==> src/design/p2g_pkg.sv <==
// Shared types, constants and helpers for the pixel-to-ground lookup block.
// Used by p2g_cell, p2g_div, p2g_calc and pixel_to_ground_lut_interp_top.
package p2g_pkg;

	// Table geometry
	localparam int TABLE_DEPTH = 16;
	localparam int IDX_W       = $clog2(TABLE_DEPTH);
	localparam int CNT_W       = 5;
	localparam int CMP_W       = (IDX_W >= CNT_W) ? IDX_W + 1 : CNT_W;

	// Field widths
	localparam int PIX_W = 12;
	localparam int M_W   = 32;
	localparam int R_W   = 14;   // signed query row, bottom origin
	localparam int DX_W  = 13;   // signed column offset from center

	// Arithmetic widths
	localparam int MUL_A_W = 46;
	localparam int MUL_B_W = 14;
	localparam int PROD_W  = MUL_A_W + MUL_B_W;
	localparam int TERM_W  = 45;
	localparam int DIV_W   = 58;
	localparam int DVS_W   = 13;
	localparam int DCNT_W  = $clog2(DIV_W + 1);

	// Opcodes
	localparam logic [1:0] OP_WR_VERT = 2'd0;
	localparam logic [1:0] OP_WR_HORZ = 2'd1;
	localparam logic [1:0] OP_QUERY   = 2'd2;

	// Configuration register indexes
	localparam logic [1:0] CFG_FRAME_HEIGHT = 2'd0;
	localparam logic [1:0] CFG_SENSOR_WIDTH = 2'd1;
	localparam logic [1:0] CFG_VERT_COUNT   = 2'd2;
	localparam logic [1:0] CFG_HORZ_COUNT   = 2'd3;

	localparam logic [PIX_W-1:0] FRAME_HEIGHT_RST = 12'd480;
	localparam logic [PIX_W-1:0] SENSOR_WIDTH_RST = 12'd640;

	typedef enum logic [1:0] {
		ST_OK       = 2'd0,
		ST_NO_VERT  = 2'd1,
		ST_NO_HORZ  = 2'd2,
		ST_ZERO_GAP = 2'd3
	} status_t;

	// Table write transaction broadcast to every cell
	typedef struct packed {
		logic              vert_we;
		logic              horz_we;
		logic [3:0]        index;
		logic [PIX_W-1:0]  row;
		logic [PIX_W-1:0]  span;
		logic [M_W-1:0]    meters;
	} tbl_wr_t;

	// Search packet moving down the cell chain
	typedef struct packed {
		logic                  vld;
		logic signed [R_W-1:0] r;
		logic                  v_found;
		logic                  v_first;
		logic [PIX_W-1:0]      v_prow;
		logic [PIX_W-1:0]      v_crow;
		logic [M_W-1:0]        v_pm;
		logic [M_W-1:0]        v_cm;
		logic                  h_found;
		logic                  h_first;
		logic [PIX_W-1:0]      h_prow;
		logic [PIX_W-1:0]      h_crow;
		logic [PIX_W-1:0]      h_pspan;
		logic [PIX_W-1:0]      h_cspan;
		logic [M_W-1:0]        h_pm;
		logic [M_W-1:0]        h_cm;
	} srch_t;

	// Finished query result
	typedef struct packed {
		logic signed [M_W-1:0] lateral;
		logic [M_W-1:0]        forward;
		status_t               status;
	} res_t;

	typedef enum logic [4:0] {
		S_IDLE, S_FWD, S_FM0, S_FM1, S_FM2, S_FDIV, S_FWAIT,
		S_HOR, S_TM0, S_TM1, S_TDIV, S_TWAIT, S_TNEXT,
		S_LM0, S_LM1, S_LM2, S_LDIV, S_LWAIT, S_OUT
	} calc_state_t;

	// Saturate a wide signed value to 32 bits
	function automatic logic signed [M_W-1:0] sat32(input logic signed [PROD_W-1:0] x);
		logic fits;
		fits = (&x[PROD_W-1:M_W-1]) || !(|x[PROD_W-1:M_W-1]);
		if (fits)
			return x[M_W-1:0];
		else if (x[PROD_W-1])
			return 32'sh8000_0000;
		else
			return 32'sh7FFF_FFFF;
	endfunction

endpackage

==> src/design/p2g_cell.sv <==
// One table cell: holds one vertical and one horizontal entry and advances
// the search packet by one position per cycle. Depends on p2g_pkg.
module p2g_cell (
	input  logic                        clk,
	input  logic                        arst_n,
	input  logic [p2g_pkg::IDX_W-1:0]   cell_idx,
	input  p2g_pkg::tbl_wr_t            wr,
	input  logic [p2g_pkg::CNT_W-1:0]   vert_count,
	input  logic [p2g_pkg::CNT_W-1:0]   horz_count,
	input  p2g_pkg::srch_t              pkt_in,
	output p2g_pkg::srch_t              pkt_out
);

	logic [p2g_pkg::PIX_W-1:0] vrow_q;
	logic [p2g_pkg::M_W-1:0]   vm_q;
	logic [p2g_pkg::PIX_W-1:0] hrow_q;
	logic [p2g_pkg::PIX_W-1:0] hspan_q;
	logic [p2g_pkg::M_W-1:0]   hm_q;
	logic                      hit;
	logic                      v_live;
	logic                      h_live;
	logic                      is_first;
	p2g_pkg::srch_t            nxt;
	p2g_pkg::srch_t            pkt_q;

	assign hit = (p2g_pkg::CMP_W'(wr.index) == p2g_pkg::CMP_W'(cell_idx));
	assign v_live = p2g_pkg::CMP_W'(cell_idx) < p2g_pkg::CMP_W'(vert_count);
	assign h_live = p2g_pkg::CMP_W'(cell_idx) < p2g_pkg::CMP_W'(horz_count);
	assign is_first = (cell_idx == '0);

	// entry storage
	always_ff @(posedge clk) begin
		if (wr.vert_we && hit) begin
			vrow_q <= wr.row;
			vm_q   <= wr.meters;
		end
		if (wr.horz_we && hit) begin
			hrow_q  <= wr.row;
			hspan_q <= wr.span;
			hm_q    <= wr.meters;
		end
	end

	// first-match search step
	always_comb begin
		nxt = pkt_in;
		if (pkt_in.vld) begin
			if (!pkt_in.v_found) begin
				if (v_live && (pkt_in.r <= $signed({2'b00, vrow_q}))) begin
					nxt.v_found = 1'b1;
					nxt.v_first = is_first;
					nxt.v_crow  = vrow_q;
					nxt.v_cm    = vm_q;
				end else begin
					nxt.v_prow = vrow_q;
					nxt.v_pm   = vm_q;
				end
			end
			if (!pkt_in.h_found) begin
				if (h_live && (pkt_in.r <= $signed({2'b00, hrow_q}))) begin
					nxt.h_found = 1'b1;
					nxt.h_first = is_first;
					nxt.h_crow  = hrow_q;
					nxt.h_cspan = hspan_q;
					nxt.h_cm    = hm_q;
				end else begin
					nxt.h_prow  = hrow_q;
					nxt.h_pspan = hspan_q;
					nxt.h_pm    = hm_q;
				end
			end
		end
	end

	always_ff @(posedge clk or negedge arst_n) begin
		if (!arst_n) begin
			pkt_q <= '0;
		end else begin
			pkt_q <= nxt;
		end
	end

	assign pkt_out = pkt_q;

endmodule

==> config.mk <==
export PLATFORM = sky130hd
export DESIGN_NAME = p2g_cell
export DESIGN_NICKNAME = d
export VERILOG_FILES = /design/src/design/p2g_pkg.sv /design/src/design/p2g_cell.sv
export SDC_FILE = /design/constraint.sdc
export NUM_CORES = 1
export LEC_CHECK = 0
export BUFFER_PORTS_ARGS = -buffer_cell sky130_fd_sc_hd__buf_2
export CAP_MARGIN = 15
export CELL_PAD_IN_SITES_DETAIL_PLACEMENT = 1
export CELL_PAD_IN_SITES_GLOBAL_PLACEMENT = 1
export CORE_AREA = 2 2 201 203
export DETAILED_ROUTE_END_ITERATION = 10
export DIE_AREA = 0 0 203 205
export GPL_TIMING_DRIVEN = 0
export MAX_ROUTING_LAYER = met4
export PLACE_DENSITY = 0.63
export SLEW_MARGIN = 25
export SYNTH_ARGS = -nofsm -noshare
export SYNTH_HDL_FRONTEND = slang
export SYNTH_SLANG_ARGS = --single-unit
export TNS_END_PERCENT = 10
==> constraint.sdc <==
create_clock -name clk -period 3.9 [get_ports clk]
set_input_delay 0.39 -clock clk [delete_from_list [all_inputs] [get_ports clk]]
set_output_delay 0.39 -clock clk [all_outputs]
set_load 0.02 [all_outputs]
# [Word-level counts from Yosys, hierarchy flattened]
# Cells that the tools add are included.
[totals] out_inout_bits=219 inputBits=297 regBits=319 elab_cells=46
[classes] order_cmp=4 reduce_logical=5 eq_ne=1 n_mux=15
[ops] op="$mux 204" count=1
[ops] op="$mux 32" count=4
[ops] op="$mux 114" count=1
[ops] op="$mux 90" count=1
[ops] op="$mux 12" count=6
[ops] op="$le 14x13->1" count=2
[ops] op="$lt 4x5->1" count=2
[ops] op="$eq 4x4->1" count=1
[ops] op="$logic_and 1x1->1" count=4
[ops] op="$logic_not 4->1" count=1
[ops] op="$mux 2" count=2

# [Longest topological paths before layout]
# Gate-level depths: netlist of the first run.
[depth] depth_word=5 depth_mapped=9 ltp_nobuf=7

# [Worst setup path before layout of the first run]
# No wires, ideal clock.
[synth_timing] kind="in2reg" startpoint="in cell_idx[1] (netlist name)" endpoint="reg hm_q[0] (netlist name) (enable)" path_slack_ps=1289 required_time_ps=3480 stages=3 arrival_time_ps=2191 path_cell_list="xor2_1 -> nor4_1 -> and2_1"
[synth_via] elab_chain_len=2
[synth_lines] item="from (decl)" line_no="p2g_cell.sv:6" text="input logic [p2g_pkg::IDX_W-1:0] cell_idx,"
[synth_lines] item="$eq 4x4->1" line_no="p2g_cell.sv:26" text="assign hit = (p2g_pkg::CMP_W'(wr.index) == p2g_pkg::CMP_W'(cell_idx));"
[synth_lines] item="$logic_and 1x1->1" line_no="p2g_cell.sv:37" text="if (wr.horz_we && hit) begin"
[synth_lines] item="to (signal assigned)" line_no="p2g_cell.sv:40" text="hm_q <= wr.meters;"
[synth_lines] item="to (decl)" line_no="p2g_cell.sv:18" text="logic [p2g_pkg::M_W-1:0] hm_q;"
# No other way between the ends.
# A chain may end at the register's enable or synchronous reset.

==> results of run 1 <==
-- registers in the layout (all words and copies together) (netlist names) --
register  count
pkt_out     219
hm_q         32
vm_q         32
hrow_q       12
hspan_q      12
vrow_q       12
-- worst max-delay path, delay by kind of cell --
kind	cells	cell delay, ns
simple gates	3	0.59
compound gates	1	0.40
fa+ha+maj	1	0.32
buf+inv	4	1.55
mux	1	0.38
-- kinds of logic (layout without fill, tap and decap cells) --
| family | Yosys count | in the layout | share of synthesized area [%] |
|---|---|---|---|
| other | 0 | 3 | 0 |
| DFF | 319 | 319 | 71.2 |
| buffers and inverters | 50 | 662 | 2.32 |
| adders and majority gates | 30 | 30 | 3.15 |
| muxes | 202 | 202 | 19.1 |
| xor gates and xnor gates | 4 | 4 | 0.294 |
| and+or+nand+nor | 37 | 37 | 2.06 |
| AOI/OAI and AO/OA | 27 | 27 | 1.95 |
-- placed cells by master (no fill, tap or decap), types with 3 or more instances in the layout --
| cell | n |
|---|---|
| a21o_1 | 5 |
| a21oi_1 | 5 |
| buf_2 | 522 |
| buf_4 | 5 |
| buf_6 | 8 |
| clkbuf_1 | 10 |
| clkbuf_16 | 37 |
| clkbuf_8 | 10 |
| clkinv_2 | 4 |
| dfrtp_1 | 219 |
| diode_2 | 3 |
| dlygate4sd3_1 | 27 |
| edfxtp_1 | 100 |
| ha_1 | 30 |
| inv_1 | 29 |
| mux2_1 | 35 |
| mux2_2 | 167 |
| nand2_1 | 3 |
| nand3_1 | 3 |
| nor2_1 | 6 |
| nor2b_1 | 3 |
| o21ai_0 | 4 |
| xor2_1 | 4 |
-- layout make-up --
class	count	area, µm²
tap	525	657
timing repair buffer	546	2950
clock buffer	57	1100
clock inverter	9	82.6
sequential	319	8480
multi-input combinational	300	3170
inverter	29	109
antenna	3	7.51
fill	4127	22600
buffer	21	168
-- metal layers --
metal	global-route usage [%]	part of all wire, %
met5	-	0
met2	34.1	52
met1	22.7	40
met3	5.07	6.7
met4	5.58	1.8
-- path summary, 6_finish.rpt --
kind,from,endpoint,depth (start not counted)
max,pkt_in[209],pkt_out[95],10
min,wr[17],hm_q[17],1
max reg2reg,hrow_q[0],pkt_out[95],8
min reg2reg,vm_q[8],pkt_out[154],1
max in group asynchronous,arst_n,pkt_out[74],3
min in group asynchronous,arst_n,pkt_out[44],2
-- metrics by stage --
step | power, mW | utilization [%] | cells | instance area [µm²] | worst slack [ns]
after floorplan | 4.27 | - | 669 | 11900 | 1.29
after global placement | 4.77 | 38.5 | 1709 | 15200 | -1.69
after detailed placement | 4.80 | 38.8 | 1713 | 15300 | 0.583
after CTS | 8.24 | 42.5 | 1806 | 16700 | 0.590
after global routing | 8.44 | 42.5 | 1809 | 16700 | 0.492
final | 8.11 | 42.5 | 1809 | 16700 | 0.665
-- power by group through the flow --
stage	Sequential (mW)	Combinational, mW	Clock [mW]
floorplan	4.00	0.271	0
global placement	3.79	0.987	0
detailed placement	3.79	1.01	0
CTS	3.73	1.04	3.48
global route	3.74	1.10	3.60
finish	3.73	1.02	3.37
==> flow_summary.toml, run 1 <==
[power]
power_density_mw_per_mm2 = 485
clkPwrFrac_pct = 41.6
max-vdd-ir-drop_v = 0.000419
sw_frac_of_total_pct = 24.8
comb_power_share_pct = 12.5
leakage_nw = 7.69
p_seq_share_pct = 45.9
p_sw_mw = 2.01
intPower_mw = 6.10

[cts]
cts_root_buffer = "clkbuf_16"
cts_resized = 0
clk_pin_slew_ns = 0.06
cts.path.max_buffers = 3
clock_latency_ns = 0.53
htree_levels = 2
cts_setup_buffers = 0
cts_tree = "done"
cts.sinks = 319
numCtsBuffers = 36
hold_buffers = 27

[logic_synthesis]
ys_seq_elements = 319
synth-warning-count = 0
yosysTopAreaCell = "dfrtp_1"
synth_edf_count = 100
synth.avg_cell_area_um2 = 17.8
syn_nets = 996
yosysSeqAreaShare_pct = 71.2
yosysMostFrequentCell = "dfrtp_1"
ys_top_cells_by_area = "dfrtp_1 (46%), edfxtp_1 (25%), mux2_2 (16%), mux2_1 (3.3%), ha_1 (3.1%)"
synth_top_area_share_pct = 46.0
async_flop_share_pct = 68.7
yosys-top-cells-count = "dfrtp_1 (219), mux2_2 (167), edfxtp_1 (100)"
synthDistinctLibCells = 43
syn_inst = 669
ys.flop_type = "dfrtp_1"
netlist_area_mm2 = 0.0119

[timing]
skew_ns = 0.0144
setup_violations = 0
clock.fmax_ghz = 0.309
worstMarginPinSlew_ns = 0.926
relSlewSlack_pct = 38.3
hold_viol_final = 0
grt_setup_unrepaired = "no"
fin_worst_hold_slack_ns = 0.0402
setup-tns-final_ns = 0
post-route-period-util_pct = 83.0
final-max-slew-violation-count = 0
min_period_ns = 3.24

[setup_path]
rrSetupSlack_ns = 0.78
critPathKind = "in2reg"
crit_arrival_ns = 3.65
required_ns = 4.31
slowest_stage = "dlygate4sd3_1"
crit_path_max_fanout = 10
slowest_delay_ns = 0.54
critical_path.cell_chain = "dlygate4sd3_1, buf_2, ha_1, and4_1, and2_1, a221o_1, nand3_1, buf_2, buf_2, mux2_2"
end_kind = "register"
path_common_cell = "buf_2"
crit_path_start_kind = "input port"

[final_layout]
fin_nets = 1580
area_growth_pct = 40.3
drive_gt1_share_pct = 60.3

[die]
io_pins = 516
dieArea_mm2 = 0.0416
die_x_um = 203
rows = 73
core-area_mm2 = 0.0394
start_util_pct = 30.3
die_h_um = 205

[route]
drcViolationCount = 0
dr_total_vias = 7992
drtAntennaViolNets = 0
drt_iter0_drc = 239
routed_wirelength_um = 40400
dr.pass1.iters = 4
routed_via_density = 4.42
wire_per_inst_um = 22.3

[hold_path]
hold_path_class = "in2reg"

[global_route]
overflow = 0
grt_pass1_wl_um = 58000
grt_max_degree = 87
antenna_found_initial = 4
grt_use_total_pct = 19.7
grt_pass1_vias = 9160

[place]
place_congestion = 0.806
dpl.hpwl_um = 30100
port_buffers = 515

[job]
cap_violations = 0

[outcome]
status = "completed"
No activity file was read; power rests on OpenSTA's default activity.
==> run 2, diff against run 1 <==
--- a/config.mk
+++ b/config.mk
@@ -9,12 +9,12 @@
 export CAP_MARGIN = 15
 export CELL_PAD_IN_SITES_DETAIL_PLACEMENT = 1
 export CELL_PAD_IN_SITES_GLOBAL_PLACEMENT = 1
-export CORE_AREA = 2 2 201 203
+export CORE_AREA = 2 2 202 204
 export DETAILED_ROUTE_END_ITERATION = 10
-export DIE_AREA = 0 0 203 205
+export DIE_AREA = 0 0 204 206
 export GPL_TIMING_DRIVEN = 0
 export MAX_ROUTING_LAYER = met4
-export PLACE_DENSITY = 0.63
+export PLACE_DENSITY = 0.65
 export SLEW_MARGIN = 25
 export SYNTH_ARGS = -nofsm -noshare
 export SYNTH_HDL_FRONTEND = slang
==> constraint.sdc (replaced) <==
create_clock -name clk -period 2.6 [get_ports clk]
set_input_delay 0.26 -clock clk [delete_from_list [all_inputs] [get_ports clk]]
set_output_delay 0.26 -clock clk [all_outputs]
set_load 0.02 [all_outputs]
==> run 2 against run 1 <==
Effect of this change: first-iteration DRC count grew 44%; global-route usage is 3.1 points higher; clock power up 46%; sequential share of layout area is 8.1 points lower; the flow now finishes with violations (negative setup slack); via count grew 18%.
==> flow_summary.toml, run 2 (synthesis gave the netlist of run 1 again) <==
[final_layout]
mostFrequentLayoutCells = "buf_2 (515), dlygate4sd3_1 (276), dfrtp_1 (219)"
drive_gt1_share_pct = 52.0
utilization_pct = 49.5
fin_nets = 1860
largest_reg_flops = 219
area_growth_pct = 66.8
final_cells = 2097
layout_commonest_cell = "buf_2"

[global_route]
grt_pass1_wl_um = 68600
grt_use_total_pct = 22.9
overflow = 0
grt_max_degree = 89
grt_pass1_vias = 11046
antenna_found_initial = 6

[place]
port_buffers = 515
place_congestion = 0.809
dp.cells = 1720
dpl.hpwl_um = 29800

[power]
max-vdd-ir-drop_v = 0.000564
power_density_mw_per_mm2 = 631
leakage_nw = 9.05

[route]
dr_total_vias = 9409
routed_wirelength_um = 48000
wire_per_inst_um = 22.9
drtAntennaViolNets = 0
highest_layer = "met4"
dr.pass1.iters = 4
wl_met3_um = 2660
drt-met1-wl_um = 18400
drcViolationCount = 0
drt_iter0_drc = 344
routed_via_density = 4.49
wl_met2_um = 25500

[cts]
cts_root_buffer = "clkbuf_16"
clock_latency_ns = 0.53
clk_pin_slew_ns = 0.06
cts_tree = "done"
htree_levels = 2
cts.sinks = 319
numCtsBuffers = 36
cts.path.max_buffers = 3

[hold_path]
holdPathEnd = "pkt_out[113]"
hp-start = "horz_count[4]"
holdPathStages = 4
hold_path_class = "in2reg"

[setup_path]
required_ns = 3.02
slowest_stage = "edfxtp_1"
crit_path_max_fanout = 5
path_buf_inv = 5
slowest_delay_ns = 0.43
critPathKind = "reg2reg"
critical_path.cell_chain = "inv_1, ha_1, and4_4, and2_1, a221o_1, buf_6, a31oi_4, buf_12, buf_12, buf_16, mux2_4"
r2r-start = "hrow_q[2]"
crit_path_start_kind = "register"
critical_path.top_delay_family = "compound AO/OA/AOI/OAI gates"
crit_arrival_ns = 3.16
ff2ff_path_depth = 11
rrSetupSlack_ns = -0.15
r2r_end = "pkt_out[107]"
path_common_cell = "buf_12"
end_kind = "register"

[timing]
relSlewSlack_pct = 46.8
hold_viol_final = 0
post-route-period-util_pct = 106
clock.fmax_ghz = 0.364
setup_violations = 92
setup_slack_ns = -0.145
worstMarginPinSlew_ns = 0.794
final-max-slew-violation-count = 0
fin_worst_hold_slack_ns = 0.221
skew_ns = 0.0127
grt_setup_unrepaired = "yes"
min_period_ns = 2.75

[die]
dieArea_mm2 = 0.0420
rows = 74
io_pins = 516
die_x_um = 204
start_util_pct = 29.7
die_h_um = 206
core-area_mm2 = 0.0402

[outcome]
status = "finished, violations left"
failed_checks = "negative setup slack"

[job]
cap_violations = 0
run 2: changes by cell type in the layout (fill, tap and decap cells not counted), sizes merged:
cell	delta
dlygate4sd3	+249
clkbuf	-1
inv	-2
buf	+29
diode	+3
clkinvlp	+3
run 2: per-stage QoR:
stage | TNS (ns) | cell area, µm² | total power, mW | setup WS [ns]
floorplan | 0 | 11900 | 6.41 | 0.119
global placement | -801.41 | 15200 | 7.16 | -2.85
detailed placement | -68.45 | 15300 | 7.20 | -0.670
CTS | -13.35 | 19500 | 12.5 | -0.205
global route | -18.38 | 19900 | 13.0 | -0.225
finish | -6.10 | 19900 | 12.6 | -0.145
run 2: where the power goes:
group | internal [mW] | leakage [nW] | switching (mW) | total, mW
clock network | 2.82 | 0.531 | 2.10 | 4.92
registers | 5.49 | 3.45 | 0.115 | 5.60
logic | 0.993 | 5.07 | 1.03 | 2.03
total | 9.30 | 9.05 | 3.25 | 12.6
run 2: worst min-delay path, stage by stage:
cell and delay (ns):
buf_2 0.07, nor2_1 0.05, nand2_1 0.13, a41o_1 0.20
run 2: worst max path at each step:
stage / from / to / slack (ns) / cells past startpoint
2_1_floorplan: cell_idx[1] / hm_q[0] / 0.12 / 3
3_3_place_gp: arst_n / pkt_out[49] / -2.85 / 1
3_5_place_dp: hrow_q[4] / pkt_out[104] / -0.67 / 9
4_1_cts: hrow_q[2] / pkt_out[58] / -0.20 / 10
5_1_grt: hrow_q[8] / pkt_out[107] / -0.23 / 11
6_report: hrow_q[2] / pkt_out[107] / -0.15 / 11
run 2: layer usage:
metal  vias to the layer above  track usage [%]
met5                         -                -
met4                         0             8.75
met3                        86             4.53
met2                       389             41.2
met1                      4778             24.9
li1                       4156                -
run 2: layout make-up:
cell class | instances | area, µm²
Tap cell | 532 | 666
Buffer | 19 | 264
Clock inverter | 10 | 86.3
Clock buffer | 54 | 1020
Sequential cell | 319 | 8480
Multi-Input combinational cell | 300 | 3440
Antenna cell | 6 | 15.0
Inverter | 29 | 109
Fill cell | 4163 | 20300
Timing Repair Buffer | 828 | 5810
run 2: repair_timing:
action / CTS / global route
pin swaps: 8 / 6
hold endpoints to repair: 385 / 0
endpoints found under the setup margin: 197 / 190
setup buffers: 16 / 13
cloned: 2 / 2
resized for setup: 42 / 60
hold buffers: 276 / 0
