### src/design/p2g_pkg.sv
// Shared types, constants and helpers for the pixel-to-ground lookup block.
// Used by p2g_cell, p2g_div, p2g_calc and pixel_to_ground_lut_interp_top.
package p2g_pkg;

	// Table geometry
	localparam int TABLE_DEPTH = 16;
	localparam int IDX_W       = $clog2(TABLE_DEPTH);
	localparam int CNT_W       = 5;
	localparam int CMP_W       = (IDX_W >= CNT_W) ? IDX_W + 1 : CNT_W;

	// Field widths
	localparam int PIX_W = 12;
	localparam int M_W   = 32;
	localparam int R_W   = 14;   // signed query row, bottom origin
	localparam int DX_W  = 13;   // signed column offset from center

	// Arithmetic widths
	localparam int MUL_A_W = 46;
	localparam int MUL_B_W = 14;
	localparam int PROD_W  = MUL_A_W + MUL_B_W;
	localparam int TERM_W  = 45;
	localparam int DIV_W   = 58;
	localparam int DVS_W   = 13;
	localparam int DCNT_W  = $clog2(DIV_W + 1);

	// Opcodes
	localparam logic [1:0] OP_WR_VERT = 2'd0;
	localparam logic [1:0] OP_WR_HORZ = 2'd1;
	localparam logic [1:0] OP_QUERY   = 2'd2;

	// Configuration register indexes
	localparam logic [1:0] CFG_FRAME_HEIGHT = 2'd0;
	localparam logic [1:0] CFG_SENSOR_WIDTH = 2'd1;
	localparam logic [1:0] CFG_VERT_COUNT   = 2'd2;
	localparam logic [1:0] CFG_HORZ_COUNT   = 2'd3;

	localparam logic [PIX_W-1:0] FRAME_HEIGHT_RST = 12'd480;
	localparam logic [PIX_W-1:0] SENSOR_WIDTH_RST = 12'd640;

	typedef enum logic [1:0] {
		ST_OK       = 2'd0,
		ST_NO_VERT  = 2'd1,
		ST_NO_HORZ  = 2'd2,
		ST_ZERO_GAP = 2'd3
	} status_t;

	// Table write transaction broadcast to every cell
	typedef struct packed {
		logic              vert_we;
		logic              horz_we;
		logic [3:0]        index;
		logic [PIX_W-1:0]  row;
		logic [PIX_W-1:0]  span;
		logic [M_W-1:0]    meters;
	} tbl_wr_t;

	// Search packet moving down the cell chain
	typedef struct packed {
		logic                  vld;
		logic signed [R_W-1:0] r;
		logic                  v_found;
		logic                  v_first;
		logic [PIX_W-1:0]      v_prow;
		logic [PIX_W-1:0]      v_crow;
		logic [M_W-1:0]        v_pm;
		logic [M_W-1:0]        v_cm;
		logic                  h_found;
		logic                  h_first;
		logic [PIX_W-1:0]      h_prow;
		logic [PIX_W-1:0]      h_crow;
		logic [PIX_W-1:0]      h_pspan;
		logic [PIX_W-1:0]      h_cspan;
		logic [M_W-1:0]        h_pm;
		logic [M_W-1:0]        h_cm;
	} srch_t;

	// Finished query result
	typedef struct packed {
		logic signed [M_W-1:0] lateral;
		logic [M_W-1:0]        forward;
		status_t               status;
	} res_t;

	typedef enum logic [4:0] {
		S_IDLE, S_FWD, S_FM0, S_FM1, S_FM2, S_FDIV, S_FWAIT,
		S_HOR, S_TM0, S_TM1, S_TDIV, S_TWAIT, S_TNEXT,
		S_LM0, S_LM1, S_LM2, S_LDIV, S_LWAIT, S_OUT
	} calc_state_t;

	// Saturate a wide signed value to 32 bits
	function automatic logic signed [M_W-1:0] sat32(input logic signed [PROD_W-1:0] x);
		logic fits;
		fits = (&x[PROD_W-1:M_W-1]) || !(|x[PROD_W-1:M_W-1]);
		if (fits)
			return x[M_W-1:0];
		else if (x[PROD_W-1])
			return 32'sh8000_0000;
		else
			return 32'sh7FFF_FFFF;
	endfunction

endpackage

### src/design/p2g_div.sv
// Restoring unsigned divider, one quotient bit per cycle.
// Depends on p2g_pkg for widths.
module p2g_div (
	input  logic                        clk,
	input  logic                        arst_n,
	input  logic                        start,
	input  logic [p2g_pkg::DIV_W-1:0]   dividend,
	input  logic [p2g_pkg::DVS_W-1:0]   divisor,
	output logic                        done,
	output logic [p2g_pkg::DIV_W-1:0]   quotient
);

	logic                        busy_q;
	logic                        done_q;
	logic [p2g_pkg::DCNT_W-1:0]  cnt_q;
	logic [p2g_pkg::DVS_W-1:0]   rem_q;
	logic [p2g_pkg::DVS_W-1:0]   dvs_q;
	logic [p2g_pkg::DIV_W-1:0]   quo_q;
	logic [p2g_pkg::DVS_W:0]     trial;
	logic                        take;

	assign trial = {rem_q, quo_q[p2g_pkg::DIV_W-1]};
	assign take  = (trial >= {1'b0, dvs_q});

	// control
	always_ff @(posedge clk or negedge arst_n) begin
		if (!arst_n) begin
			busy_q <= 1'b0;
			done_q <= 1'b0;
			cnt_q  <= '0;
		end else begin
			done_q <= busy_q && (cnt_q == p2g_pkg::DCNT_W'(1));
			if (start) begin
				busy_q <= 1'b1;
				cnt_q  <= p2g_pkg::DCNT_W'(p2g_pkg::DIV_W);
			end else if (busy_q) begin
				cnt_q <= cnt_q - p2g_pkg::DCNT_W'(1);
				if (cnt_q == p2g_pkg::DCNT_W'(1))
					busy_q <= 1'b0;
			end
		end
	end

	// datapath
	always_ff @(posedge clk) begin
		if (start) begin
			quo_q <= dividend;
			rem_q <= '0;
			dvs_q <= divisor;
		end else if (busy_q) begin
			if (take)
				rem_q <= p2g_pkg::DVS_W'(trial - {1'b0, dvs_q});
			else
				rem_q <= trial[p2g_pkg::DVS_W-1:0];
			quo_q <= {quo_q[p2g_pkg::DIV_W-2:0], take};
		end
	end

	assign done     = done_q;
	assign quotient = quo_q;

endmodule

### src/design/p2g_calc.sv
// Interpolation sequencer: turns the matched table entries into forward and
// lateral distances with one shared multiplier and divider. Depends on
// p2g_pkg and p2g_div.
module p2g_calc (
	input  logic                              clk,
	input  logic                              arst_n,
	input  p2g_pkg::srch_t                    pkt_in,
	input  logic signed [p2g_pkg::DX_W-1:0]   dx,
	output logic                              res_valid,
	input  logic                              res_take,
	output p2g_pkg::res_t                     res
);

	p2g_pkg::calc_state_t                 state_q;
	p2g_pkg::calc_state_t                 state_d;
	p2g_pkg::srch_t                       pkt_q;
	p2g_pkg::status_t                     st_q;
	logic [p2g_pkg::M_W-1:0]              fwd_q;
	logic signed [p2g_pkg::M_W-1:0]       lat_q;
	logic signed [p2g_pkg::PROD_W-1:0]    prod_q;
	logic signed [p2g_pkg::PROD_W-1:0]    acc_q;
	logic signed [p2g_pkg::PROD_W-1:0]    acc_abs;
	logic signed [p2g_pkg::TERM_W-1:0]    v0_q;
	logic signed [p2g_pkg::TERM_W-1:0]    v1_q;
	logic signed [p2g_pkg::TERM_W-1:0]    tval;
	logic signed [p2g_pkg::PROD_W-1:0]    lq;
	logic                                 term_prev_q;
	logic                                 neg_q;
	logic signed [p2g_pkg::MUL_A_W-1:0]   mul_a;
	logic signed [p2g_pkg::MUL_B_W-1:0]   mul_b;
	logic                                 div_start;
	logic [p2g_pkg::DIV_W-1:0]            div_dividend;
	logic [p2g_pkg::DVS_W-1:0]            div_divisor;
	logic                                 div_done;
	logic [p2g_pkg::DIV_W-1:0]            div_quo;
	logic signed [p2g_pkg::R_W-1:0]       vw0_f, vw1_f, hw0_f, hw1_f;
	logic [p2g_pkg::PIX_W-1:0]            vw0, vw1, vgap, hw0, hw1, hgap;
	logic                                 dx_neg;
	logic [p2g_pkg::DX_W-1:0]             dx_abs;
	logic [p2g_pkg::PIX_W-1:0]            dx_mag;
	logic                                 span_zero;

	// interpolation weights and gaps
	assign vw0_f = $signed({2'b00, pkt_q.v_crow}) - pkt_q.r;
	assign vw1_f = pkt_q.r - $signed({2'b00, pkt_q.v_prow});
	assign hw0_f = $signed({2'b00, pkt_q.h_crow}) - pkt_q.r;
	assign hw1_f = pkt_q.r - $signed({2'b00, pkt_q.h_prow});
	assign vw0   = vw0_f[p2g_pkg::PIX_W-1:0];
	assign vw1   = vw1_f[p2g_pkg::PIX_W-1:0];
	assign hw0   = hw0_f[p2g_pkg::PIX_W-1:0];
	assign hw1   = hw1_f[p2g_pkg::PIX_W-1:0];
	assign vgap  = pkt_q.v_crow - pkt_q.v_prow;
	assign hgap  = pkt_q.h_crow - pkt_q.h_prow;

	assign dx_neg = dx[p2g_pkg::DX_W-1];
	assign dx_abs = dx_neg ? -dx : dx;
	assign dx_mag = dx_abs[p2g_pkg::PIX_W-1:0];

	assign span_zero = (pkt_q.h_cspan == '0) || (!pkt_q.h_first && (pkt_q.h_pspan == '0));

	assign acc_abs = acc_q[p2g_pkg::PROD_W-1] ? -acc_q : acc_q;
	assign tval    = dx_neg ? -$signed({1'b0, div_quo[p2g_pkg::TERM_W-2:0]})
	                        :  $signed({1'b0, div_quo[p2g_pkg::TERM_W-2:0]});
	assign lq      = $signed({2'b00, div_quo});

	p2g_div u_div (
		.clk      (clk),
		.arst_n   (arst_n),
		.start    (div_start),
		.dividend (div_dividend),
		.divisor  (div_divisor),
		.done     (div_done),
		.quotient (div_quo)
	);

	always_ff @(posedge clk or negedge arst_n) begin
		if (!arst_n) begin
			state_q <= p2g_pkg::S_IDLE;
		end else begin
			state_q <= state_d;
		end
	end

	// next state, multiplier and divider operands
	always_comb begin
		state_d      = state_q;
		mul_a        = '0;
		mul_b        = '0;
		div_start    = 1'b0;
		div_dividend = '0;
		div_divisor  = '0;
		res_valid    = 1'b0;
		unique case (state_q)
			p2g_pkg::S_IDLE: begin
				if (pkt_in.vld)
					state_d = p2g_pkg::S_FWD;
			end
			p2g_pkg::S_FWD: begin
				if (!pkt_q.v_found || pkt_q.v_first || (vgap == '0))
					state_d = p2g_pkg::S_HOR;
				else
					state_d = p2g_pkg::S_FM0;
			end
			p2g_pkg::S_FM0: begin
				mul_a   = $signed({14'd0, pkt_q.v_pm});
				mul_b   = $signed({2'b00, vw0});
				state_d = p2g_pkg::S_FM1;
			end
			p2g_pkg::S_FM1: begin
				mul_a   = $signed({14'd0, pkt_q.v_cm});
				mul_b   = $signed({2'b00, vw1});
				state_d = p2g_pkg::S_FM2;
			end
			p2g_pkg::S_FM2: state_d = p2g_pkg::S_FDIV;
			p2g_pkg::S_FDIV: begin
				div_start    = 1'b1;
				div_dividend = acc_q[p2g_pkg::DIV_W-1:0];
				div_divisor  = {1'b0, vgap};
				state_d      = p2g_pkg::S_FWAIT;
			end
			p2g_pkg::S_FWAIT: begin
				if (div_done)
					state_d = p2g_pkg::S_HOR;
			end
			p2g_pkg::S_HOR: begin
				if (!pkt_q.h_found || span_zero)
					state_d = p2g_pkg::S_OUT;
				else
					state_d = p2g_pkg::S_TM0;
			end
			p2g_pkg::S_TM0: begin
				mul_a   = $signed({14'd0, term_prev_q ? pkt_q.h_pm : pkt_q.h_cm});
				mul_b   = $signed({2'b00, dx_mag});
				state_d = p2g_pkg::S_TM1;
			end
			p2g_pkg::S_TM1: state_d = p2g_pkg::S_TDIV;
			p2g_pkg::S_TDIV: begin
				div_start    = 1'b1;
				div_dividend = acc_q[p2g_pkg::DIV_W-1:0];
				div_divisor  = {term_prev_q ? pkt_q.h_pspan : pkt_q.h_cspan, 1'b0};
				state_d      = p2g_pkg::S_TWAIT;
			end
			p2g_pkg::S_TWAIT: begin
				if (div_done)
					state_d = p2g_pkg::S_TNEXT;
			end
			p2g_pkg::S_TNEXT: begin
				if (pkt_q.h_first || (hgap == '0))
					state_d = p2g_pkg::S_OUT;
				else if (!term_prev_q)
					state_d = p2g_pkg::S_TM0;
				else
					state_d = p2g_pkg::S_LM0;
			end
			p2g_pkg::S_LM0: begin
				mul_a   = {v0_q[p2g_pkg::TERM_W-1], v0_q};
				mul_b   = $signed({2'b00, hw0});
				state_d = p2g_pkg::S_LM1;
			end
			p2g_pkg::S_LM1: begin
				mul_a   = {v1_q[p2g_pkg::TERM_W-1], v1_q};
				mul_b   = $signed({2'b00, hw1});
				state_d = p2g_pkg::S_LM2;
			end
			p2g_pkg::S_LM2: state_d = p2g_pkg::S_LDIV;
			p2g_pkg::S_LDIV: begin
				div_start    = 1'b1;
				div_dividend = acc_abs[p2g_pkg::DIV_W-1:0];
				div_divisor  = {1'b0, hgap};
				state_d      = p2g_pkg::S_LWAIT;
			end
			p2g_pkg::S_LWAIT: begin
				if (div_done)
					state_d = p2g_pkg::S_OUT;
			end
			p2g_pkg::S_OUT: begin
				res_valid = 1'b1;
				if (res_take)
					state_d = p2g_pkg::S_IDLE;
			end
			default: state_d = p2g_pkg::S_IDLE;
		endcase
	end

	// product register: one multiply per cycle
	always_ff @(posedge clk) begin
		prod_q <= mul_a * mul_b;
	end

	// datapath registers
	always_ff @(posedge clk) begin
		unique case (state_q)
			p2g_pkg::S_IDLE: begin
				if (pkt_in.vld) begin
					pkt_q       <= pkt_in;
					st_q        <= p2g_pkg::ST_OK;
					fwd_q       <= '0;
					lat_q       <= '0;
					term_prev_q <= 1'b0;
				end
			end
			p2g_pkg::S_FWD: begin
				if (!pkt_q.v_found) begin
					st_q <= p2g_pkg::ST_NO_VERT;
				end else if (pkt_q.v_first) begin
					fwd_q <= pkt_q.v_cm;
				end else if (vgap == '0) begin
					fwd_q <= pkt_q.v_cm;
					st_q  <= p2g_pkg::ST_ZERO_GAP;
				end
			end
			p2g_pkg::S_FM1, p2g_pkg::S_TM1, p2g_pkg::S_LM1: acc_q <= prod_q;
			p2g_pkg::S_FM2, p2g_pkg::S_LM2: acc_q <= acc_q + prod_q;
			p2g_pkg::S_FWAIT: begin
				if (div_done)
					fwd_q <= div_quo[p2g_pkg::M_W-1:0];
			end
			p2g_pkg::S_HOR: begin
				if (!pkt_q.h_found) begin
					if (st_q != p2g_pkg::ST_NO_VERT)
						st_q <= p2g_pkg::ST_NO_HORZ;
				end else if (span_zero) begin
					if (st_q == p2g_pkg::ST_OK)
						st_q <= p2g_pkg::ST_ZERO_GAP;
				end
			end
			p2g_pkg::S_TWAIT: begin
				if (div_done) begin
					if (term_prev_q)
						v0_q <= tval;
					else
						v1_q <= tval;
				end
			end
			p2g_pkg::S_TNEXT: begin
				if (pkt_q.h_first) begin
					lat_q <= p2g_pkg::sat32(p2g_pkg::PROD_W'(v1_q));
				end else if (hgap == '0) begin
					lat_q <= p2g_pkg::sat32(p2g_pkg::PROD_W'(v1_q));
					if (st_q == p2g_pkg::ST_OK)
						st_q <= p2g_pkg::ST_ZERO_GAP;
				end else if (!term_prev_q) begin
					term_prev_q <= 1'b1;
				end
			end
			p2g_pkg::S_LDIV: neg_q <= acc_q[p2g_pkg::PROD_W-1];
			p2g_pkg::S_LWAIT: begin
				if (div_done)
					lat_q <= p2g_pkg::sat32(neg_q ? -lq : lq);
			end
			default: ;
		endcase
	end

	assign res.lateral = lat_q;
	assign res.forward = fwd_q;
	assign res.status  = st_q;

endmodule
### config.mk
export PLATFORM = sky130hd
export DESIGN_NAME = p2g_calc
export DESIGN_NICKNAME = d
export VERILOG_FILES = /design/src/design/p2g_pkg.sv /design/src/design/p2g_div.sv /design/src/design/p2g_calc.sv
export SDC_FILE = /design/constraint.sdc
export NUM_CORES = 2
export LEC_CHECK = 0
export BUFFER_PORTS_ARGS = -buffer_cell sky130_fd_sc_hd__buf_2
export CAP_MARGIN = 40
export CORE_ASPECT_RATIO = 1.25
export CORE_UTILIZATION = 63
export CTS_BUF_LIST = sky130_fd_sc_hd__clkbuf_8 sky130_fd_sc_hd__clkbuf_16
export DETAILED_ROUTE_END_ITERATION = 8
export HOLD_SLACK_MARGIN = 0.12
export PLACE_DENSITY_LB_ADDON = 0.12
export SYNTH_ARGS = -nofsm -noshare
export SYNTH_HDL_FRONTEND = slang
export SYNTH_SLANG_ARGS = --single-unit
### constraint.sdc
create_clock -name clk -period 12.1 [get_ports clk]
set_clock_uncertainty 0.1 [all_clocks]
set_input_delay 1.21 -clock clk [delete_from_list [all_inputs] [get_ports clk]]
set_output_delay 1.21 -clock clk [all_outputs]
set_load 0.005 [all_outputs]
Yosys cells after proc, flatten, opt, wreduce, memory -nomap -nowiden
Index checks and enable logic that the tools add are counted.
{"block": "totals", "word_cells": 184, "output_inout_bits": 67, "regBits": 591, "in_bits": 235}
{"block": "op_classes", "add_sub_neg": 13, "order_cmp": 1, "mul": 1, "reduce_logical": 42, "eq_ne": 35, "muxes": 60, "n_bitwise": 1}
{"operator": "two-way mux 32 bit", "n": 13}
{"operator": "one-hot mux 46 bit (5 select lines)", "n": 1}
{"operator": "one-hot mux 32 bit (3 select lines)", "n": 2}
{"operator": "two-way mux 58 bit", "n": 3}
{"operator": "one-hot mux 60 bit (2 select lines)", "n": 1}
{"operator": "one-hot mux 58 bit (2 select lines)", "n": 1}
{"operator": "one-hot mux 5 bit (19 select lines)", "n": 1}
{"operator": "subtractor 12 bit", "n": 6}
{"operator": "adder 60 bit", "n": 1}
{"operator": "two-way mux 60 bit", "n": 1}
{"operator": "negation 58 -> 60 bit", "n": 1}
{"operator": "one-hot mux 12 bit (5 select lines)", "n": 1}
{"operator": "multiplier 46 x 13 -> 59 bit", "n": 1}
{"operator": "negation 58 bit", "n": 1}
{"operator": "logical NOT 12 bit", "n": 4}
{"operator": "two-way mux 45 bit", "n": 1}
{"operator": "negation 44 -> 45 bit", "n": 1}
{"operator": "== test 5 x 4 -> 1 bit (second input constant)", "n": 8}
{"operator": "one-hot mux 13 bit (3 select lines)", "n": 1}
{"operator": "two-way mux 5 bit", "n": 7}
{"operator": "AND reduction 29 bit", "n": 1}
{"operator": "OR reduction 29 bit", "n": 1}
{"operator": "two-way mux 12 bit", "n": 2}
{"operator": "== test 5 x 3 -> 1 bit (second input constant)", "n": 4}
{"operator": "other kinds (36)", "n": 89}

Logic depth before layout (Yosys ltp)
{"block": "depth", "ltp_word": 8, "mapped_depth": 43}

Hierarchy
A second synthesis with hierarchy kept.
{"block": "hier_totals", "cells_unflattened": 5131, "hier_area_um2": 50875.0}
{"mod": "p2g_calc", "area_per_inst_um2": 46288.1, "seq_area_each_um2": 14338.8, "cells_per_inst": 4783, "n_inst": 1}
{"mod": "p2g_div", "area_per_inst_um2": 4586.9, "seq_area_each_um2": 2592.5, "cells_per_inst": 348, "n_inst": 1}

Worst setup path after synthesis
Ideal clock, no wire load.
{"block": "synth_timing", "kind": "register to register", "startpoint": "register state_q[4]", "endpoint": "register prod_q[57] in the netlist's numbering", "path_slack_ns": 1.352, "path_stages_with_launch": 37, "t_arrival_ns": 10.542, "n_path_buf": 5, "t_required_ns": 11.894, "synth_period_minus_slack_ns": 10.748, "setup_ns": 0.106, "path_cell_list": "dfrtp_1 -> clkbuf_1 -> nand2b_1 -> nor4_1 -> clkbuf_1 -> clkbuf_1 -> mux2_2 -> ha_1 -> nor2b_1 -> o21ai_0 -> a21boi_0 -> o21ai_0 -> a211oi_1 -> a311oi_1 -> nor2_1 -> xnor2_1 -> a2111oi_0 -> clkbuf_1 -> nor2_1 -> ha_1 -> fa_1 -> fa_1 -> fa_1 -> inv_1 -> fa_1 -> inv_1 -> ha_1 -> clkbuf_1 -> a2111oi_0 -> o21ai_0 -> or4b_2 -> nand4b_1 -> o21ai_0 -> a21oi_1 -> a41oi_1 -> or4b_2 -> o311ai_0"}
{"block": "synth_between", "elab_chain_len": 3, "elab_cells_between_ends": 8, "classes_between": "1 x mul; 5 x eq/ne; 2 x mux"}
{"element": "start: declaration", "line_no": "p2g_calc.sv:14", "text": "p2g_pkg::calc_state_t state_q;"}
{"element": "start signal: assignment", "line_no": "p2g_calc.sv:78", "text": "state_q <= p2g_pkg::S_IDLE;"}
{"element": "start signal: assignment", "line_no": "p2g_calc.sv:80", "text": "state_q <= state_d;"}
{"element": "== test 5 x 4 -> 1 bit or == test 5 x 2 -> 1 bit (tied branches)", "line_no": "p2g_calc.sv:93", "text": "unique case (state_q)"}
{"element": "one-hot mux 46 bit (5 select lines) or one-hot mux 12 bit (5 select lines) (tied branches)", "line_no": "p2g_calc.sv:93"}
{"element": "multiplier 46 x 13 -> 59 bit (*)", "line_no": "p2g_calc.sv:187", "text": "prod_q <= mul_a * mul_b;"}
{"element": "end signal: assignment", "line_no": "p2g_calc.sv:187"}
{"element": "end: declaration", "line_no": "p2g_calc.sv:20", "text": "logic signed [p2g_pkg::PROD_W-1:0] prod_q;"}
Every way passes the cells marked *; elsewhere a longest branch is shown, timed or not.
A chain may end at the register's enable or synchronous reset.

Worst setup path in the final report
{"block": "layout_timing", "startpoint": "register state_q[2]", "endpoint": "register prod_q[57] in the netlist's numbering"}
Same word-level chain as after synthesis.

==> run summary <==
The worst setup path is of the reg -> reg kind. Cells with a size suffix above 1 make up 10.1% of the layout. The sequential cells in the finished layout cover a total of 0.0169 sq mm. In this run the cell area of the synthesized design comes to 0.0509 sq mm. The run gives 8 as the number of detailed-route iterations in the first pass.

A synthesized cell averages 9.54 sq um. The worst path needs 11.07 ns of the cycle, external delays included. In this run, placement finished with an instance count of 6488. The number of I/O port buffers came out at 299. For the worst setup path, the data arrival time is 11.46 ns.

For this design, the CTS-stage hold fixing added 0 buffers. The run gives 6 as the number of antenna violations at the first check in global routing. In this design, the largest share of critical-path delay is due to adder cells.

The static leakage is 24.1 nW, and the overall power after layout is 16.1 mW. Yosys mapped the design onto 81 distinct sky130hd cell types. The total of flip-flops plus latches after synthesis works out to 590.

The number of rows created at floorplan was 116; the largest fanout on the critical path was 24. Entering global routing, the biggest net connects 77 pins. Sum of routed wire length over all layers: 156 mm. The run gives 12.50 ns as the data required time at the worst endpoint.

Number of nets in the finished design: 6450. The number of buffers and inverters on the critical path is 6. Setup repair after global routing left no endpoint under its margin. For the pin with the worst max-slew slack, the measured transition is 0.939 ns. The type of element capturing the critical path was a flip-flop. Post-CTS timing repair inserted 0 buffers for setup. The vertical die dimension was 320 um. Most used routing layer: met2. Global routing used 46.0% of the available met1 tracks. Once detail routing completed, the nets flagged for antenna violations numbered 0. The logs give 0.0304 sq mm for the multi-input logic area and 0.0819 sq mm for the area of the die.

The most numerous cell type found on the critical path is sky130_fd_sc_hd__fa_1. The tools report the met2 usage in global routing as 64.5%. The number of DRC markers after the initial detailed-route iteration was 4094. Number of synthesis warnings: 0. The flow ran to the end, and the final reports show no timing, DRC or antenna violations. Relative to the synthesized area, the layout overhead comes to 9.59%. Static timing analysis puts the maximum clock frequency at 90.4 MHz. For the final count of negative-setup-slack endpoints, the log shows 0.

The maximum single-stage delay on the critical path is 0.63 ns. The logs give 37.4% for the relative slew slack and 33.3% for the post-synthesis sequential area ratio. The initial core utilization is 63.6%, and the die width is 256 um. Path class of the lowest-slack min-delay path: in -> async.

The number of remaining DRC errors was 0; the part of the cycle the worst path needs was 91.5%. Routability-driven placement finished with a final weighted congestion of 1.01. The first global-routing pass estimated 242 mm of wire. The number of pins exceeding their max-slew limit in the final report came out at 0.

In the synthesized netlist the dominant register cell turns out to be sky130_fd_sc_hd__edfxtp_1. For the final-layout fill cell count, the log shows 6156. The total overflow left after global routing is 0.

TritonCTS built the clock tree. Pin placement for this block handled 302 I/O pins. The tools report the buffer cell driving the clock tree root as sky130_fd_sc_hd__clkbuf_16. Global routing used 38.5% of the available tracks.

The number of nets handed over by synthesis was 6292. The per-cell via count in the routed design came out at 6.28. The final route contains 41500 vias. Prior to clock tree synthesis, the placed netlist has a worst setup slack of 1.23 ns.

After synthesis, the share of flip-flops with an asynchronous set or reset is 2.20%. The clock transition at the register clock pins on the worst setup and hold paths after CTS works out to 0.07 ns. For the number of global-route vias before repair, the log shows 41500.

For the count of final hold-check violations, the log shows 0. The number of enable flip-flop cells after synthesis works out to 505. The run gives 0 ns as the setup TNS. The number of levels in the clock H-tree came out at 2. The number of maximum-capacitance constraint violations was 0; the reg2reg setup slack was 1.03 ns. The worst vdd rail ir drop is 0.207 mV, and the filler-free cell count of the finished design is 6612.

The per-cell routed wire length is 23.6 um, and the number of instances in the synthesized netlist is 5333. The clock sink total was 590; the count of instances resized after the clock tree is built was 0. The slowest cell on the critical path is sky130_fd_sc_hd__dfrtp_1.

Global routing used 7.70% of the available met3 tracks. The clock latency on the worst-skew pair was 0.69 ns. STA classifies the critical path startpoint as a flip-flop.

The run gives 0.0800 sq mm as the placeable core region. The setup slack after layout was 1.03 ns; the total power density per cell area was 290 mW/mm^2. The placed wire-length estimate is 121 mm. By area the synthesized netlist is led by sky130_fd_sc_hd__edfxtp_1, sky130_fd_sc_hd__fa_1, sky130_fd_sc_hd__ha_1. The clock passes through at most 3 buffers. The library cell occupying the most area in the post-synthesis netlist is sky130_fd_sc_hd__edfxtp_1. In this run the biggest area consumer among cell types represents 29.8% of the synthesized area.

Clock tree synthesis inserted a total of 61 buffers.
cell usage after synthesis, drive strengths merged (55+ instances only):
cell / instances
a21o: 67
a21oi: 300
a221o: 62
clkbuf: 264
dfxtp: 72
edfxtp: 505
fa: 477
ha: 247
inv: 702
mux2i: 71
nand2: 710
nand3: 92
nor2: 300
nor3: 101
o21a: 55
o21ai: 305
xnor2: 134
xor2: 104
path summary, 6_finish.rpt:
kind                                 from        endpoint  cells past startpoint
setup / recovery               state_q[2]      prod_q[57]                     34
hold / removal                     arst_n      state_q[3]                      1
setup reg to reg               state_q[2]      prod_q[57]                     34
hold reg to reg            u_div.rem_q[9]  u_div.rem_q[9]                      2
max in group asynchronous          arst_n  u_div.cnt_q[3]                      1
min in group clk           u_div.rem_q[9]  u_div.rem_q[9]                      2
worst reg2reg max path, delay by kind of cell, from the launching register on:
family                     cells  cell delay (ns)
AOI/OAI and AO/OA             11             3.10
muxes                          1             0.38
adders and majority gates      7             3.14
xor gates and xnor gates       1             0.18
DFF                            1             0.63
and+or+nand+nor                8             1.91
buffers and inverters          6             1.47
where the power goes:
part	internal, mW	switching [mW]	total, mW
Sequential	3.11	0.758	3.87
Combinational	3.55	6.77	10.3
Clock	1.09	0.859	1.95
cell type report:
class / instances / area share [%]
Clock inverter: 48 / 0.725
Timing Repair Buffer: 390 / 4.16
Sequential cell: 590 / 30.4
Tap cell: 1062 / 2.38
Multi-Input combinational cell: 3744 / 54.6
Clock buffer: 68 / 3.01
Antenna cell: 6 / 0.0269
Inverter: 704 / 4.74
cells by family (layout without fill, tap and decap cells):
| group | count (synthesis) | in the layout | synth area share, % |
|---|---|---|---|
| DFF | 590 | 590 | 33.3 |
| other | 0 | 6 | 0 |
| and+or+nand+nor | 1516 | 1516 | 13.5 |
| buffers and inverters | 999 | 1210 | 7.45 |
| adders and majority gates | 724 | 724 | 24.8 |
| muxes | 83 | 83 | 1.66 |
| AOI/OAI and AO/OA | 1183 | 1183 | 15.2 |
| xor gates and xnor gates | 238 | 238 | 4.10 |
per-stage QoR:
step / utilization [%] / hold slack, ns / instance area (sq um)
finish: 69.7 / 0.357 / 55700
global route: 69.7 / 0.370 / 55700
CTS: 69.7 / 0.339 / 55700
detailed placement: 67.1 / 0.387 / 53600
global placement: 66.8 / 0.378 / 53400
floorplan: - / 0.324 / 50900
placed cells by master (no fill, tap or decap), types with 24 or more instances in the layout:
cell                        Yosys  layout
sky130_fd_sc_hd__a211oi_1      51      48
sky130_fd_sc_hd__a21o_1        67      67
sky130_fd_sc_hd__a21oi_1      300     296
sky130_fd_sc_hd__a221o_1       62      62
sky130_fd_sc_hd__a22o_1        46      46
sky130_fd_sc_hd__a22oi_1       53      53
sky130_fd_sc_hd__and2_1        25      25
sky130_fd_sc_hd__buf_2          3     301
sky130_fd_sc_hd__buf_4          1      78
sky130_fd_sc_hd__clkbuf_16      0      66
sky130_fd_sc_hd__dfxtp_1       72      72
sky130_fd_sc_hd__edfxtp_1     505     505
sky130_fd_sc_hd__fa_1         477     477
sky130_fd_sc_hd__ha_1         247     247
sky130_fd_sc_hd__inv_1        701     708
sky130_fd_sc_hd__mux2i_1       71      71
sky130_fd_sc_hd__nand2_1      710     708
sky130_fd_sc_hd__nand2b_1      32      32
sky130_fd_sc_hd__nand3_1       92      91
sky130_fd_sc_hd__nand4_1       44      44
sky130_fd_sc_hd__nor2_1       300     296
sky130_fd_sc_hd__nor2b_1       31      31
sky130_fd_sc_hd__nor3_1       101      97
sky130_fd_sc_hd__nor4_1        34      32
sky130_fd_sc_hd__o21a_1        55      55
sky130_fd_sc_hd__o21ai_0      273     273
sky130_fd_sc_hd__o21ai_1       32      31
sky130_fd_sc_hd__o31ai_1       36      34
sky130_fd_sc_hd__or3_1         51      51
sky130_fd_sc_hd__or4_1         24      24
sky130_fd_sc_hd__xnor2_1      134     134
sky130_fd_sc_hd__xor2_1       104     104
sequential cells by signal, indices dropped and copies added, names as in the netlist, 5 cells and up:
signal,count
v0_q,45
fwd_q,32
u_div.quotient,58
acc_q,60
state_q,5
lat_q,32
v1_q,45
prod_q,59
pkt_q,216
u_div.cnt_q,6
u_div.rem_q,13
u_div.dvs_q,13
metal layers:
metal  share of wire [%]  routed length (um)  vias to the layer above
met3                 9.3               14500                      474
met1                  36               55600                    20200
met2                  48               75000                     2157
met4                 7.0               10900                        0
li1                    -                   -                    18600
met5                   0                   0                        -
No activity file was read; power rests on OpenSTA's default activity.
